File: src/sv/cdn_pkg.sv
// Shared types, constants, microcode table and calendar helpers for the day number converter.
`timescale 1ns / 1ps

package cdn_pkg;

   localparam int YR_W           = 13;       // year counter, holds one past the last year
   localparam int ACC_W          = 20;       // day accumulator for the year and month sums
   localparam int DN_MAX         = 131071;
   localparam int YEAR_FIELD_MAX = 4095;
   localparam logic [3:0] MONTH_LAST = 4'd12;

   typedef struct packed {
      logic        mode;
      logic [11:0] in_year;
      logic [3:0]  in_month;
      logic [4:0]  in_day;
      logic [16:0] in_day_number;
   } req_type;

   typedef struct packed {
      logic [16:0] out_day_number;
      logic [11:0] out_year;
      logic [3:0]  out_month;
      logic [4:0]  out_day;
      logic [2:0]  weekday;
      logic        error;
   } rsp_type;

   typedef enum logic [2:0] {
      OP_NOP,
      OP_INIT,
      OP_ERR,
      OP_YEAR,
      OP_MONTH,
      OP_DAY,
      OP_DONE
   } op_type;

   typedef enum logic [2:0] {
      CND_ALWAYS,
      CND_BAD_INPUT,
      CND_YEAR_MORE,
      CND_YEAR_OVER,
      CND_BAD_DAY,
      CND_MONTH_MORE,
      CND_DN_BIG
   } cond_type;

   localparam int PC_W = 4;
   typedef logic [PC_W-1:0] pc_type;

   // step runs op and jumps to target when cond holds, else falls through
   typedef struct packed {
      op_type   op;
      cond_type cond;
      pc_type   target;
   } uword_type;

   typedef struct packed {
      logic   load;
      op_type op;
   } dp_ctrl_type;

   typedef struct packed {
      logic bad_input;
      logic year_more;
      logic year_over;
      logic bad_day;
      logic month_more;
      logic dn_big;
   } dp_flags_type;

   localparam pc_type STEP_INIT   = 4'd0;
   localparam pc_type STEP_CHECK  = 4'd1;
   localparam pc_type STEP_YEARS  = 4'd2;
   localparam pc_type STEP_YOVER  = 4'd3;
   localparam pc_type STEP_DCHECK = 4'd4;
   localparam pc_type STEP_MONTHS = 4'd5;
   localparam pc_type STEP_DAY    = 4'd6;
   localparam pc_type STEP_RANGE  = 4'd7;
   localparam pc_type STEP_FIN    = 4'd8;

   function automatic uword_type ucode(pc_type pc);
      uword_type w;
      case (pc)
         STEP_INIT:   w = '{OP_INIT,  CND_ALWAYS,     STEP_CHECK};
         STEP_CHECK:  w = '{OP_ERR,   CND_BAD_INPUT,  STEP_FIN};
         STEP_YEARS:  w = '{OP_YEAR,  CND_YEAR_MORE,  STEP_YEARS};
         STEP_YOVER:  w = '{OP_ERR,   CND_YEAR_OVER,  STEP_FIN};
         STEP_DCHECK: w = '{OP_ERR,   CND_BAD_DAY,    STEP_FIN};
         STEP_MONTHS: w = '{OP_MONTH, CND_MONTH_MORE, STEP_MONTHS};
         STEP_DAY:    w = '{OP_DAY,   CND_ALWAYS,     STEP_RANGE};
         STEP_RANGE:  w = '{OP_ERR,   CND_DN_BIG,     STEP_FIN};
         STEP_FIN:    w = '{OP_DONE,  CND_ALWAYS,     STEP_INIT};
         default:     w = '{OP_NOP,   CND_ALWAYS,     STEP_FIN};
      endcase
      return w;
   endfunction

   localparam logic [4:0] MONTH_LEN [12] = '{
      5'd31, 5'd28, 5'd31, 5'd30, 5'd31, 5'd30, 5'd31, 5'd31, 5'd30, 5'd31, 5'd30, 5'd31
   };

   // zero for a month code outside 1..12
   function automatic logic [4:0] days_in_month(logic [3:0] m, logic leap);
      logic [4:0] r;
      if (m == 4'd0 || m > MONTH_LAST) begin
         r = 5'd0;
      end else if (m == 4'd2 && leap) begin
         r = 5'd29;
      end else begin
         r = MONTH_LEN[m - 4'd1];
      end
      return r;
   endfunction

   function automatic logic [2:0] mod7(logic [5:0] v);
      logic [5:0] r;
      r = v;
      if (r >= 6'd56) r = r - 6'd56;
      if (r >= 6'd28) r = r - 6'd28;
      if (r >= 6'd14) r = r - 6'd14;
      if (r >= 6'd7)  r = r - 6'd7;
      return r[2:0];
   endfunction

endpackage

File: src/sv/cdn_datapath.sv
// Year/month walking datapath driven by the microcode sequencer.
`timescale 1ns / 1ps

module cdn_datapath #(
   parameter int BASE_YEAR = 1900,
   parameter int YEAR_SPAN = 256
) (
   input  logic                 clock,
   input  cdn_pkg::dp_ctrl_type ctrl,
   input  cdn_pkg::req_type     req_word,
   output cdn_pkg::dp_flags_type flags,
   output cdn_pkg::rsp_type     result
);
   import cdn_pkg::*;

   localparam int LAST_RAW  = BASE_YEAR + YEAR_SPAN - 1;
   localparam int LAST_INT  = (LAST_RAW > YEAR_FIELD_MAX) ? YEAR_FIELD_MAX : LAST_RAW;
   localparam int PRIOR     = BASE_YEAR - 1;
   localparam int JAN1_WD   = (PRIOR + PRIOR / 4 - PRIOR / 100 + PRIOR / 400 + 1) % 7;
   localparam int BASE_C100 = BASE_YEAR % 100;
   localparam int BASE_C400 = BASE_YEAR % 400;

   localparam logic [YR_W-1:0] BASE_Y = YR_W'(BASE_YEAR);
   localparam logic [YR_W-1:0] LAST_Y = YR_W'(LAST_INT);

   req_type          req_ff;
   logic [YR_W-1:0]  year_ff;
   logic [3:0]       month_ff;
   logic [6:0]       c100_ff;
   logic [8:0]       c400_ff;
   logic [ACC_W-1:0] acc_ff;
   logic [2:0]       wd_ff;
   logic [4:0]       day_ff;
   logic             err_ff;

   logic             leap;
   logic [8:0]       year_len;
   logic [4:0]       dim_cur;
   logic [4:0]       dim_req;
   logic [YR_W-1:0]  req_year;
   logic [4:0]       day_pick;

   assign leap     = ((year_ff[1:0] == 2'd0) && (c100_ff != 7'd0)) || (c400_ff == 9'd0);
   assign year_len = leap ? 9'd366 : 9'd365;
   assign dim_cur  = days_in_month(month_ff, leap);
   assign dim_req  = days_in_month(req_ff.in_month, leap);
   assign req_year = {1'b0, req_ff.in_year};
   assign day_pick = req_ff.mode ? acc_ff[4:0] : req_ff.in_day;

   always_comb begin
      if (req_ff.mode) begin
         flags.bad_input  = (req_ff.in_day_number == 17'd0);
         flags.year_more  = (year_ff <= LAST_Y) && (acc_ff > ACC_W'(year_len));
         flags.month_more = (month_ff < MONTH_LAST) && (acc_ff > ACC_W'(dim_cur));
      end else begin
         flags.bad_input  = (req_year < BASE_Y) || (req_year > LAST_Y) ||
                            (req_ff.in_month == 4'd0) || (req_ff.in_month > MONTH_LAST) ||
                            (req_ff.in_day == 5'd0);
         flags.year_more  = (year_ff != req_year);
         flags.month_more = (month_ff != req_ff.in_month);
      end
      flags.year_over = req_ff.mode && (year_ff > LAST_Y);
      flags.bad_day   = !req_ff.mode && (req_ff.in_day > dim_req);
      flags.dn_big    = !req_ff.mode && (acc_ff > ACC_W'(DN_MAX));
   end

   always_ff @(posedge clock) begin
      if (ctrl.load) begin
         req_ff <= req_word;
      end
      case (ctrl.op)
         OP_INIT: begin
            year_ff  <= BASE_Y;
            month_ff <= 4'd1;
            c100_ff  <= 7'(BASE_C100);
            c400_ff  <= 9'(BASE_C400);
            wd_ff    <= 3'(JAN1_WD);
            acc_ff   <= req_ff.mode ? ACC_W'(req_ff.in_day_number) : '0;
            err_ff   <= 1'b0;
         end
         OP_ERR: begin
            err_ff <= 1'b1;
         end
         OP_YEAR: begin
            acc_ff  <= req_ff.mode ? acc_ff - ACC_W'(year_len) : acc_ff + ACC_W'(year_len);
            year_ff <= year_ff + 1'b1;
            c100_ff <= (c100_ff == 7'd99) ? 7'd0 : c100_ff + 7'd1;
            c400_ff <= (c400_ff == 9'd399) ? 9'd0 : c400_ff + 9'd1;
            // 365 days move the weekday by one, 366 by two
            wd_ff   <= mod7(6'(wd_ff) + (leap ? 6'd2 : 6'd1));
         end
         OP_MONTH: begin
            acc_ff   <= req_ff.mode ? acc_ff - ACC_W'(dim_cur) : acc_ff + ACC_W'(dim_cur);
            month_ff <= month_ff + 4'd1;
            wd_ff    <= mod7(6'(wd_ff) + 6'(dim_cur));
         end
         OP_DAY: begin
            day_ff <= day_pick;
            if (!req_ff.mode) begin
               acc_ff <= acc_ff + ACC_W'(req_ff.in_day);
            end
            wd_ff <= mod7(6'(wd_ff) + 6'(day_pick) - 6'd1);
         end
         default: begin
         end
      endcase
   end

   always_comb begin
      result = '0;
      if (err_ff) begin
         result.error = 1'b1;
      end else begin
         result.out_day_number = req_ff.mode ? req_ff.in_day_number : acc_ff[16:0];
         result.out_year       = req_ff.mode ? year_ff[11:0] : req_ff.in_year;
         result.out_month      = req_ff.mode ? month_ff : req_ff.in_month;
         result.out_day        = day_ff;
         result.weekday        = wd_ff;
      end
   end

endmodule

File: src/sv/calendar_day_number_converter.sv
// Top level: microcode sequencer and command handshake of the day number converter.
`timescale 1ns / 1ps
// Steps from accept: init, input check, year walk at one year a cycle, year range check,
// day check, month walk, day step, day number range check and finish, which registers the
// result and sets rsp_strobe. Bad input jumps from the input check to finish. One word at
// a time; busy is high while it runs. A new word may start the cycle rsp_strobe is high.
// Synchronous active-high reset idles the sequencer; no clearing pass. Results cannot stall.

module calendar_day_number_converter #(
   parameter int BASE_YEAR = 1900,
   parameter int YEAR_SPAN = 256
) (
   input  logic             clock,
   input  logic             reset,
   input  logic             start,
   input  cdn_pkg::req_type req_word,
   output logic             busy,
   output logic             rsp_strobe,
   output cdn_pkg::rsp_type rsp_word
);
   import cdn_pkg::*;

   logic         busy_ff;
   pc_type       pc_ff;
   logic         rsp_strobe_ff;
   rsp_type      rsp_ff;

   logic         accept;
   uword_type    uword;
   logic         cond_hit;
   dp_ctrl_type  ctrl;
   dp_flags_type flags;
   rsp_type      dp_result;

   assign accept = start && !busy_ff;
   assign uword  = ucode(pc_ff);

   always_comb begin
      case (uword.cond)
         CND_ALWAYS:     cond_hit = 1'b1;
         CND_BAD_INPUT:  cond_hit = flags.bad_input;
         CND_YEAR_MORE:  cond_hit = flags.year_more;
         CND_YEAR_OVER:  cond_hit = flags.year_over;
         CND_BAD_DAY:    cond_hit = flags.bad_day;
         CND_MONTH_MORE: cond_hit = flags.month_more;
         CND_DN_BIG:     cond_hit = flags.dn_big;
         default:        cond_hit = 1'b0;
      endcase
   end

   assign ctrl.load = accept;
   assign ctrl.op   = (busy_ff && cond_hit) ? uword.op : OP_NOP;

   cdn_datapath #(
      .BASE_YEAR (BASE_YEAR),
      .YEAR_SPAN (YEAR_SPAN)
   ) u_datapath (
      .clock    (clock),
      .ctrl     (ctrl),
      .req_word (req_word),
      .flags    (flags),
      .result   (dp_result)
   );

   always_ff @(posedge clock) begin
      if (reset) begin
         busy_ff       <= 1'b0;
         pc_ff         <= STEP_INIT;
         rsp_strobe_ff <= 1'b0;
      end else begin
         rsp_strobe_ff <= 1'b0;
         if (accept) begin
            busy_ff <= 1'b1;
            pc_ff   <= STEP_INIT;
         end else if (busy_ff) begin
            if (cond_hit) begin
               pc_ff <= uword.target;
               if (uword.op == OP_DONE) begin
                  busy_ff       <= 1'b0;
                  rsp_strobe_ff <= 1'b1;
               end
            end else begin
               pc_ff <= pc_ff + 1'b1;
            end
         end
      end
   end

   always_ff @(posedge clock) begin
      if (ctrl.op == OP_DONE) begin
         rsp_ff <= dp_result;
      end
   end

   assign busy       = busy_ff;
   assign rsp_strobe = rsp_strobe_ff;
   assign rsp_word   = rsp_ff;

   a_strobe_idle: assert property (@(posedge clock) disable iff (reset)
      rsp_strobe_ff |-> !busy_ff)
      else $error("result strobe while sequencer busy");

   a_accept_busy: assert property (@(posedge clock) disable iff (reset)
      accept |=> busy_ff && (pc_ff == STEP_INIT))
      else $error("accepted word did not start the program");

   a_idle_pc: assert property (@(posedge clock) disable iff (reset)
      !busy_ff |-> (pc_ff == STEP_INIT))
      else $error("step counter moved while idle");

   a_error_zero: assert property (@(posedge clock) disable iff (reset)
      (rsp_strobe_ff && rsp_ff.error) |->
         (rsp_ff.out_day_number == 17'd0) && (rsp_ff.out_year == 12'd0) &&
         (rsp_ff.weekday == 3'd0))
      else $error("error result carries nonzero fields");

   a_good_date: assert property (@(posedge clock) disable iff (reset)
      (rsp_strobe_ff && !rsp_ff.error) |->
         (rsp_ff.out_month != 4'd0) && (rsp_ff.out_month <= MONTH_LAST) &&
         (rsp_ff.out_day != 5'd0) && (rsp_ff.out_day_number != 17'd0))
      else $error("good result with out-of-range date");

endmodule

File: config.mk
export PLATFORM = sky130hd
export DESIGN_NAME = calendar_day_number_converter
export DESIGN_NICKNAME = d
export VERILOG_FILES = /design/src/sv/cdn_pkg.sv /design/src/sv/cdn_datapath.sv /design/src/sv/calendar_day_number_converter.sv
export SDC_FILE = /design/constraint.sdc
export NUM_CORES = 1
export LEC_CHECK = 0
export BUFFER_PORTS_ARGS = -buffer_cell sky130_fd_sc_hd__buf_2
export CELL_PAD_IN_SITES_DETAIL_PLACEMENT = 1
export CELL_PAD_IN_SITES_GLOBAL_PLACEMENT = 2
export CORE_ASPECT_RATIO = 0.9
export CORE_UTILIZATION = 36
export CTS_CLUSTER_DIAMETER = 30
export DETAILED_ROUTE_END_ITERATION = 7
export GPL_ROUTABILITY_DRIVEN = 0
export MAX_ROUTING_LAYER = met4
export PLACE_DENSITY = 0.81
export SLEW_MARGIN = 20
export SYNTH_ARGS = -nofsm -noshare
export SYNTH_HDL_FRONTEND = slang
export SYNTH_SLANG_ARGS = --single-unit
File: constraint.sdc
create_clock -name clock -period 5.4 [get_ports clock]
set_input_delay 0.27 -clock clock [delete_from_list [all_inputs] [get_ports clock]]
set_output_delay 0.27 -clock clock [all_outputs]
set_load 0.01 [all_outputs]
# After elaboration in Yosys (flattened, before gate mapping)
# Memories as Yosys holds them, arrays and structs flattened. A register that Yosys moved wholly into a read port is not among the register bits.
# Index checks and enable logic that the tools add are counted.
[word_totals] mem_count=3 reg_bits=149 word_cells=197 out_inout_bits=44 romBits=320 input_bits=42
[mem_list] memory="(name not given)" depth=16 width=10 rd=1 rd_ports_with_merged_regs=1 write_ports=0 line="cdn_pkg.sv:85" text="case (pc)"
[mem_list] memory="(name not given)" depth=16 width=5 rd=1 rd_ports_with_merged_regs=0 write_ports=0 line="cdn_pkg.sv:112" text="r = MONTH_LEN[m - 4'd1];"
[mem_list] memory="(name not given)" depth=16 width=5 rd=1 rd_ports_with_merged_regs=0 write_ports=0 line="cdn_pkg.sv:112"
[classes] reduce_logical=34 eq_ne=20 n_bitwise=4 order_cmp=25 add_sub_neg=28 mux=61
[ops] operator="6-bit 2-to-1 mux" n=18
[ops] operator="20-bit one-hot mux with 4 select lines" n=1
[ops] operator="20-bit 2-to-1 mux" n=3
[ops] operator="5-bit 2-to-1 mux" n=9
[ops] operator="20-bit by 5-bit adder with 20-bit output" n=2
[ops] operator="17-bit 2-to-1 mux" n=2
[ops] operator="13-bit one-hot mux with 2 select lines" n=1
[ops] operator="3-bit equality test, second input constant" n=7
[ops] operator="20-bit by 9-bit adder with 20-bit output" n=1
[ops] operator="20-bit by 17-bit greater-than comparator with 1-bit output, second input constant" n=1
[ops] operator="20-bit by 5-bit greater-than comparator with 1-bit output" n=1
[ops] operator="20-bit by 9-bit greater-than comparator with 1-bit output" n=1
[ops] operator="20-bit by 5-bit subtractor with 20-bit output" n=1
[ops] operator="20-bit by 9-bit subtractor with 20-bit output" n=1
[ops] operator="6-bit by 3-bit >= comparator with 1-bit output, second input constant" n=3
[ops] operator="6-bit by 4-bit >= comparator with 1-bit output, second input constant" n=3
[ops] operator="6-bit by 5-bit >= comparator with 1-bit output, second input constant" n=3
[ops] operator="6-bit >= comparator, second input constant" n=3
[ops] operator="9-bit one-hot mux with 2 select lines" n=1
[ops] operator="6-bit by 4-bit subtractor with 6-bit output, second input constant" n=3
[ops] operator="6-bit by 5-bit subtractor with 6-bit output, second input constant" n=3
[ops] operator="6-bit subtractor, second input constant" n=3
[ops] operator="17-bit zero test" n=1
[ops] operator="4-bit 2-to-1 mux" n=4
[ops] operator="other kinds (52)" n=96

# Depth between registers and ports, before layout
# Gate-level depths: netlist of run 1.
[logic_depth] depth_word=24 mapped_depth=31

# By module
# From an unflattened synthesis of run 1, not the netlist that was laid out.
[hier_totals] hier_cells=1157 hier_area_um2=11159.5
[by_module_without_submodules] module="cdn_datapath" seq_area_each_um2=3032.9 instances=1 area_each_um2=9032.4 cells_each=1023
[by_module_without_submodules] module="calendar_day_number_converter" seq_area_each_um2=1581.5 instances=1 area_each_um2=2127.0 cells_each=134

# Least setup slack after synthesis of run 1
# OpenSTA, ideal clock, no wires.
[synth_timing] path_kind="register to register" startpoint="reg u_datapath.req_ff[38] in the netlist's numbering" endpoint="reg u_datapath.wd_ff[0], data pin" setup_time_ps=136 required_ps=5264 synth_period_minus_slack_ps=5979 t_arrival_ps=5843 slack_ps=-579 path_stages_with_launch=31 cell_sequence="edfxtp_1 buf_2 buf_1 clkbuf_1 clkbuf_1 mux2i_1 ha_1 inv_1 ha_1 inv_1 fa_1 nand2b_1 a21oi_1 xnor2_2 a21oi_1 ha_1 nand3b_1 mux2i_1 xnor2_1 inv_1 ha_1 nand2_1 inv_1 o2111ai_1 a31o_2 o41ai_1 ha_1 inv_1 a311o_1 a311o_1 nand3_1"
[synth_via] elab_chain_len=15 word_cells_on_any_way=32 classes_between="add/sub: 6; order compare: 4; eq/ne: 4; mux: 13; reduce/logical: 5"
[synth_rtl] item="start: declaration" line="cdn_datapath.sv:26" text="req_type req_ff;"
[synth_rtl] item="start signal: assignment" line="cdn_datapath.sv:69" text="req_ff <= req_word;"
[synth_rtl] item="5-bit 2-to-1 mux" line="cdn_datapath.sv:48" text="assign day_pick = req_ff.mode ? acc_ff[4:0] : req_ff.in_day;"
[synth_rtl] item="3-bit by 5-bit adder with 6-bit output" line="cdn_datapath.sv:102" text="wd_ff <= mod7(6'(wd_ff) + 6'(day_pick) - 6'd1);"
[synth_rtl] item="6-bit by 1-bit subtractor with 6-bit output" line="cdn_datapath.sv:102"
[synth_rtl] item="6-bit subtractor or 6-bit >= comparator (tied branches)" line="cdn_pkg.sv:120" text="if (r >= 6'd56) r = r - 6'd56;"
[synth_rtl] item="6-bit 2-to-1 mux" line="cdn_pkg.sv:120"
[synth_rtl] item="6-bit 2-to-1 mux" line="cdn_datapath.sv:71" text="case (ctrl.op)"
[synth_rtl] item="6-bit by 5-bit subtractor with 6-bit output or 6-bit by 5-bit >= comparator with 1-bit output (tied branches)" line="cdn_pkg.sv:121" text="if (r >= 6'd28) r = r - 6'd28;"
[synth_rtl] item="6-bit 2-to-1 mux" line="cdn_pkg.sv:121"
[synth_rtl] item="6-bit 2-to-1 mux" line="cdn_datapath.sv:71"
[synth_rtl] item="6-bit by 4-bit subtractor with 6-bit output or 6-bit by 4-bit >= comparator with 1-bit output (tied branches)" line="cdn_pkg.sv:122" text="if (r >= 6'd14) r = r - 6'd14;"
[synth_rtl] item="6-bit 2-to-1 mux" line="cdn_pkg.sv:122"
[synth_rtl] item="6-bit 2-to-1 mux" line="cdn_datapath.sv:71"
[synth_rtl] item="6-bit by 3-bit >= comparator with 1-bit output or 3-bit subtractor (tied branches)" line="cdn_pkg.sv:123" text="if (r >= 6'd7) r = r - 6'd7;"
[synth_rtl] item="3-bit 2-to-1 mux" line="cdn_pkg.sv:123"
[synth_rtl] item="3-bit one-hot mux with 4 select lines *" line="cdn_datapath.sv:71"
[synth_rtl] item="end signal: assignment" line="cdn_datapath.sv:77" text="wd_ff <= 3'(JAN1_WD);"
[synth_rtl] item="end signal: assignment" line="cdn_datapath.sv:90" text="wd_ff <= mod7(6'(wd_ff) + (leap ? 6'd2 : 6'd1));"
[synth_rtl] item="end signal: assignment" line="cdn_datapath.sv:95" text="wd_ff <= mod7(6'(wd_ff) + 6'(dim_cur));"
[synth_rtl] item="end: declaration" line="cdn_datapath.sv:32" text="logic [2:0] wd_ff;"
# Every way passes the cells marked *; elsewhere a longest branch is shown, timed or not. The select of a mux whose other input is x is not followed.
# A chain may end at the register's enable or synchronous reset.

# Worst setup path after layout of run 1
# Same ends and word-level chain as after synthesis.

==> impl_metrics.tcl, run 1 <==
set metrics [dict create \
    status "finished, final reports clean" \
    portBuffers 85 \
    ys_seq_elements 159 \
    core.rowCount 60 \
    grt_pass1_wl_mm 52.5 \
    syn_inst 1111 \
    swShare_pct 35.7 \
    power_per_cell_area_nw_per_um2 307 \
    setup_viol 0 \
    ys.flop_type "edfxtp_1" \
    combPwrFrac_pct 35.2 \
    ant_nets 0 \
    hold_viol 0 \
    worstMarginPinSlew_ps 1040 \
    critical_path_class "reg -> reg" \
    cts_buffers 17 \
    synth_edf_count 143 \
    worstHoldPathType "in -> reg" \
    nFillCells 3353 \
    crit_path_start_kind "flip-flop" \
    ys_seq_area_share_pct 42.0 \
    place_ws_ps -76.8 \
    setup_ws_ps 156 \
    synth_area_sq_um 11000 \
    fin_hold_ws_ps 16.4 \
    synth-async-reset-ratio_pct 0 \
    pwr-share-clk_pct 27.4 \
    ys.warnings.count 0 \
    fmaxAchievable_mhz 191 \
    grtUsageTotal_pct 22.7 \
    viasPerCell 5.57 \
    cts_root_buffer "clkbuf_16" \
    clkSlewWorstSetupHoldPaths_ps 70 \
    grt_max_degree 49 \
    crit_path_end_kind "flip-flop" \
    nNetsFinal 1379 \
    path_max_fanout 7 \
    clk_latency_ps 450 \
    fp.dieArea_sq_um 31300 \
    clock-sinks 159 \
    drt_pass1_iterations 5 \
    die_h_microns 168 \
    p_total_w 0.00408 \
    worstPathRequired_ps 5720 \
    diodes 0 \
    p_int_w 0.00263 \
    antenna_found_initial 0 \
    dr.first_iter.drc_count 567 \
    ys_types 98 \
    cts_max_path_buffers 2 \
    skew_ps 14.3 \
    initial_core_util_pct 36.7 \
    cap_violations 0 \
    num_vias 9355 \
    drt-total-wl_mm 34.1 \
    drv_slew 0 \
    cts_max_level 4 \
    synth_fp_nets 1224 \
    relSlewSlack_pct 29.9 \
    pwr-share-seq_pct 37.4 \
    syn_to_final_growth_pct 20.8 \
    overflow 0 \
    core_area_sq_um 30000 \
    peakVddDrop_mv 0.259 \
    ios 86 \
    grt_pass1_vias 9480 \
    tns_ps 0 \
    worstPathArrival_ps 5570 \
    min_period_ps 5240 \
    power_leakage_nw 5.18 \
    wire_per_inst_microns 20.3 \
    syn_avg_cell_area_sq_um 9.90 \
    hpwl_mm 24.4 \
    cts_tree "done" \
    p_sw_w 0.00146 \
    fin_crit_sh_pct 97.1 \
    drive_gt1_share_pct 21.0 \
    drcViolationCount 0 \
    dieWidth_microns 186 \
]
cells in the mapped netlist (6+ instances only):
cell | count | area share, %
mux2i_1 | 44 | 4.0
a211oi_1 | 6 | 0.41
nor3_1 | 32 | 1.5
xnor2_1 | 37 | 2.9
buf_2 | 8 | 0.36
and3_1 | 18 | 1.0
nand2_1 | 77 | 2.6
a31oi_1 | 14 | 0.80
o211a_1 | 7 | 0.64
a21o_1 | 10 | 0.68
inv_1 | 62 | 2.1
nand3b_1 | 6 | 0.41
o21bai_1 | 8 | 0.55
xor2_1 | 37 | 2.9
nand3_1 | 28 | 1.3
a22oi_1 | 6 | 0.41
ha_1 | 63 | 7.2
dfxtp_1 | 16 | 2.9
nand2b_1 | 9 | 0.51
or2_2 | 6 | 0.34
o21ai_0 | 39 | 1.8
and2_1 | 10 | 0.57
o211ai_1 | 8 | 0.55
a221oi_1 | 6 | 0.48
nor2b_1 | 17 | 0.97
nor2_1 | 115 | 3.9
clkbuf_1 | 38 | 1.3
nand4_1 | 15 | 0.85
a21oi_1 | 57 | 2.6
o2111ai_1 | 6 | 0.48
nor4_1 | 12 | 0.68
edfxtp_1 | 143 | 39
a221o_1 | 7 | 0.64
fa_1 | 8 | 1.5
cells in the final DEF (no fill, tap or decap), drive strengths merged, types with 9 or more instances in the layout:
cell type,n
a21o,10
a21oi,58
a31oi,16
and2,10
and3,18
buf,158
clkbuf,18
clkinv,9
dfxtp,16
dlygate4sd3,33
edfxtp,143
ha,63
inv,66
mux2i,45
nand2,78
nand2b,10
nand3,28
nand4,17
nor2,115
nor2b,18
nor3,32
nor4,13
o21ai,43
xnor2,38
xor2,37
what timing repair did:
action,in CTS,in global routing
endpoints found under the hold margin,28,5
hold buffers,28,5
setup endpoints to repair,3,3
resized for setup,3,34
pin swaps,0,23
buffers inserted,2,18
path summary, 6_finish.rpt:
kind	from	to	slack, ps	cells after the start
worst max-delay path	u_datapath.req_ff[38]	u_datapath.wd_ff[0]	160	26
worst min-delay path	req_word[18]	u_datapath.req_ff[18]	20	1
worst max register to register	u_datapath.req_ff[38]	u_datapath.wd_ff[0]	160	26
worst min register to register	u_datapath.day_ff[3]	rsp_word[7]	560	1
area by class of cell:
| type | count | area, sq um | area share [%] |
|---|---|---|---|
| Clock inverter | 12 | 90.1 | 0.678 |
| Tap cell | 403 | 504 | 3.79 |
| Clock buffer | 18 | 429 | 3.23 |
| Multi-Input combinational cell | 832 | 6070 | 45.7 |
| Inverter | 65 | 245 | 1.85 |
| Timing Repair Buffer | 191 | 1340 | 10.1 |
| Sequential cell | 159 | 4610 | 34.7 |
power by group through the flow:
| stage | sequential (W) | combinational (W) | clock (W) |
|---|---|---|---|
| after floorplan | 0.00149 | 0.000949 | 0 |
| after global placement | 0.00155 | 0.00125 | 0 |
| after detailed placement | 0.00155 | 0.00129 | 0 |
| after CTS | 0.00152 | 0.00132 | 0.00114 |
| after global routing | 0.00154 | 0.00158 | 0.00119 |
| final | 0.00153 | 0.00144 | 0.00112 |
flip-flops by register name, indices dropped and copies added (netlist names), 5 cells and up:
name and flops:
rsp_word 42, u_datapath.req_ff 39, u_datapath.acc_ff 20, u_datapath.year_ff 13, uword 10, u_datapath.c400_ff 9, u_datapath.c100_ff 7, u_datapath.day_ff 5
worst max-delay path: stages (launching register included):
cell       delay [ps]
edfxtp_1          540
mux2i_2           300
ha_1              260
inv_1              60
ha_1              170
inv_1              70
fa_2              360
nand2b_1          170
a21oi_2           170
xnor2_2            80
a21oi_1           160
ha_2              250
nand3b_1          150
mux2i_1           190
xnor2_1           120
inv_1             110
ha_2              200
nand2_1            90
inv_2              90
o2111ai_4         110
a31o_2            280
o41ai_2            60
ha_2              280
inv_1              70
a311o_1           340
a311o_1           360
nand3_1            80
through the flow:
step,util [%],cells,cell area [sq um]
6_report,44.4,1680,13300
5_1_grt,44.4,1680,13300
4_1_cts,43.4,1657,13000
3_5_place_dp,40.6,1597,12200
3_3_place_gp,40.6,1597,12200
2_1_floorplan,-,1111,11100
kinds of logic (layout without fill, tap and decap cells):
logic type / Yosys count / in the layout / synth area share (%)
AND/OR/NAND/NOR: 375 / 375 / 17.1
buffers and inverters: 120 / 286 / 4.43
multiplexers: 49 / 49 / 4.54
adder cells (fa/ha/maj): 71 / 71 / 8.62
flip-flops: 159 / 159 / 42.0
XOR/XNOR: 75 / 75 / 6.04
AO/OA/AOI/OAI: 262 / 262 / 17.3
per-layer routing:
metal	part of all wire [%]	GRT usage (%)	vias up
met4	1.6	5.67	0
met2	48	36.2	219
met1	47	29.9	4656
met3	4.0	3.42	32
li1	-	-	4448
met5	0	-	-
Note: power is estimated with default switching activity, not from simulation.
==> run 2, diff against run 1 <==
--- a/config.mk
+++ b/config.mk
@@ -15,6 +15,7 @@
 export GPL_ROUTABILITY_DRIVEN = 0
 export MAX_ROUTING_LAYER = met4
 export PLACE_DENSITY = 0.81
+export REMOVE_ABC_BUFFERS = 1
 export SLEW_MARGIN = 20
 export SYNTH_ARGS = -nofsm -noshare
 export SYNTH_HDL_FRONTEND = slang
==> run 2 against run 1 <==
Clock power rose by 13%. Global-route usage rose by 0.24 points. Power rose by 2.5%. Setup slack improved by 96 ps. Combinational power fell by 3%. Count of clock-buffer cells in the layout did not move. Core utilization fell by 0.13 points. Sequential share of layout area rose by 0.10 points.
==> impl_metrics.tcl, run 2 (synthesis results as in run 1) <==
set metrics [dict create \
    layout_common_cells "edfxtp_1 (143), nor2_1 (114), buf_2 (85)" \
    drt-total-wl_mm 34.2 \
    cts_max_path_buffers 2 \
    antenna_found_initial 1 \
    grtUsageTotal_pct 22.9 \
    nNetsFinal 1366 \
    crit_top_cell "nand2_1" \
    tns_ps 0 \
    drv_slew 0 \
    relSlewSlack_pct 42.1 \
    overflow 0 \
    rsz0062_at_grt "true" \
    crit_path_start_kind "flip-flop" \
    power_leakage_nw 5.16 \
    drt_pass1_iterations 5 \
    drive_gt1_share_pct 19.3 \
    core_area_sq_um 30000 \
    grt_pass1_wl_mm 52.9 \
    crit_path_end_kind "flip-flop" \
    fp.dieArea_sq_um 31300 \
    num_vias 9274 \
    ios 86 \
    largest_reg_flops 42 \
    cts_buffers 17 \
    hpwl_mm 24.2 \
    setup_viol 0 \
    die_h_microns 168 \
    clock-sinks 159 \
    core.rowCount 60 \
    peakVddDrop_mv 0.292 \
    fmaxAchievable_mhz 194 \
    ant_nets 0 \
    viasPerCell 5.55 \
    cap_violations 0 \
    initial_core_util_pct 36.7 \
    cts_tree "done" \
    nFillCells 3420 \
    worstPathArrival_ps 5340 \
    dr.first_iter.drc_count 573 \
    multi_input_area_sq_um 6040 \
    drcViolationCount 0 \
    final_common_cell "edfxtp_1" \
    critical-path-max-stage-delay_ps 450 \
    clk_latency_ps 450 \
    worstMarginPinSlew_ps 862 \
    skew_ps 14.8 \
    slowest_stage "edfxtp_1" \
    seqCellArea_sq_um 4610 \
    clkSlewWorstSetupHoldPaths_ps 70 \
    hold_viol 0 \
    grt_pass1_vias 9474 \
    worstPathRequired_ps 5590 \
    dieWidth_microns 186 \
    power_per_cell_area_nw_per_um2 316 \
    min_period_ps 5150 \
    status "finished, final reports clean" \
    cts_max_level 4 \
    wire_per_inst_microns 20.5 \
    critical_path_class "reg -> reg" \
    worstHoldPathType "in -> reg" \
    fin_hold_ws_ps 17.7 \
    regToRegSetupSlack_ps 250 \
    grt_max_degree 59 \
    fin_crit_sh_pct 95.3 \
    cts_root_buffer "clkbuf_16" \
    path_max_fanout 5 \
    portBuffers 85 \
    syn_to_final_growth_pct 20.4 \
]
==> run 2: critical path, delay by kind of cell, from the launching register on <==
family | cells | cell delay, ps
buffers and inverters | 3 | 250
xor gates and xnor gates | 2 | 300
adders and majority gates | 4 | 840
and+or+nand+nor | 8 | 1370
DFF | 1 | 450
AOI/OAI and AO/OA | 9 | 1680
==> run 2: layer usage <==
metal | up-vias | wire length, microns | track usage (%)
li1 | 4418 | - | -
met5 | - | 0 | -
met4 | 0 | 471 | 5.88
met2 | 244 | 15800 | 35.3
met1 | 4576 | 16100 | 30.8
met3 | 36 | 1760 | 4.28
==> run 2: path summary, 6_finish.rpt <==
check | from | endpoint | cells past startpoint
max | u_datapath.c400_ff[8] | u_datapath.wd_ff[1] | 26
min reg2reg | uword[0] | pc_ff[0] | 2
min | req_word[2] | u_datapath.req_ff[2] | 1
max reg2reg | u_datapath.c400_ff[8] | u_datapath.wd_ff[1] | 26
==> run 2: cell type report <==
class                      instances  share of cell area (%)
antenna                            1                  0.0189
clock buffer                      18                    3.24
clock inverter                    14                    1.27
inverter                          65                    1.84
multi-input combinational        832                    45.6
sequential                       159                    34.8
tap                              403                    3.81
timing repair buffer             178                    9.44
==> run 2: where the power goes <==
part	leakage, nW	total [W]	internal [W]	switching (W)
clock	0.285	0.00127	0.000727	0.000542
combinational	3.44	0.00139	0.000583	0.000803
sequential	1.43	0.00153	0.00143	0.000104
total	5.16	0.00419	0.00274	0.00145
==> run 2: what timing repair did <==
action	4_1_cts	5_1_grt
setup endpoints to repair	3	9
gates resized for setup	4	27
pin swaps	0	8
setup buffers	2	8
hold buffers	34	0
endpoints found under the hold margin	34	0
==> run 2: per-stage QoR <==
stage               worst slack, ps  utilization (%)  cell area, sq um  std cells  total power (W)
floorplan                     -1820                -             10800       1056          0.00241
global placement               54.6             40.4             12100       1593          0.00277
detailed placement             -214             40.4             12100       1593          0.00281
CTS                            4.57             43.6             13100       1661          0.00411
global route                  -48.8             44.2             13200       1669          0.00440
finish                          252             44.2             13200       1670          0.00419
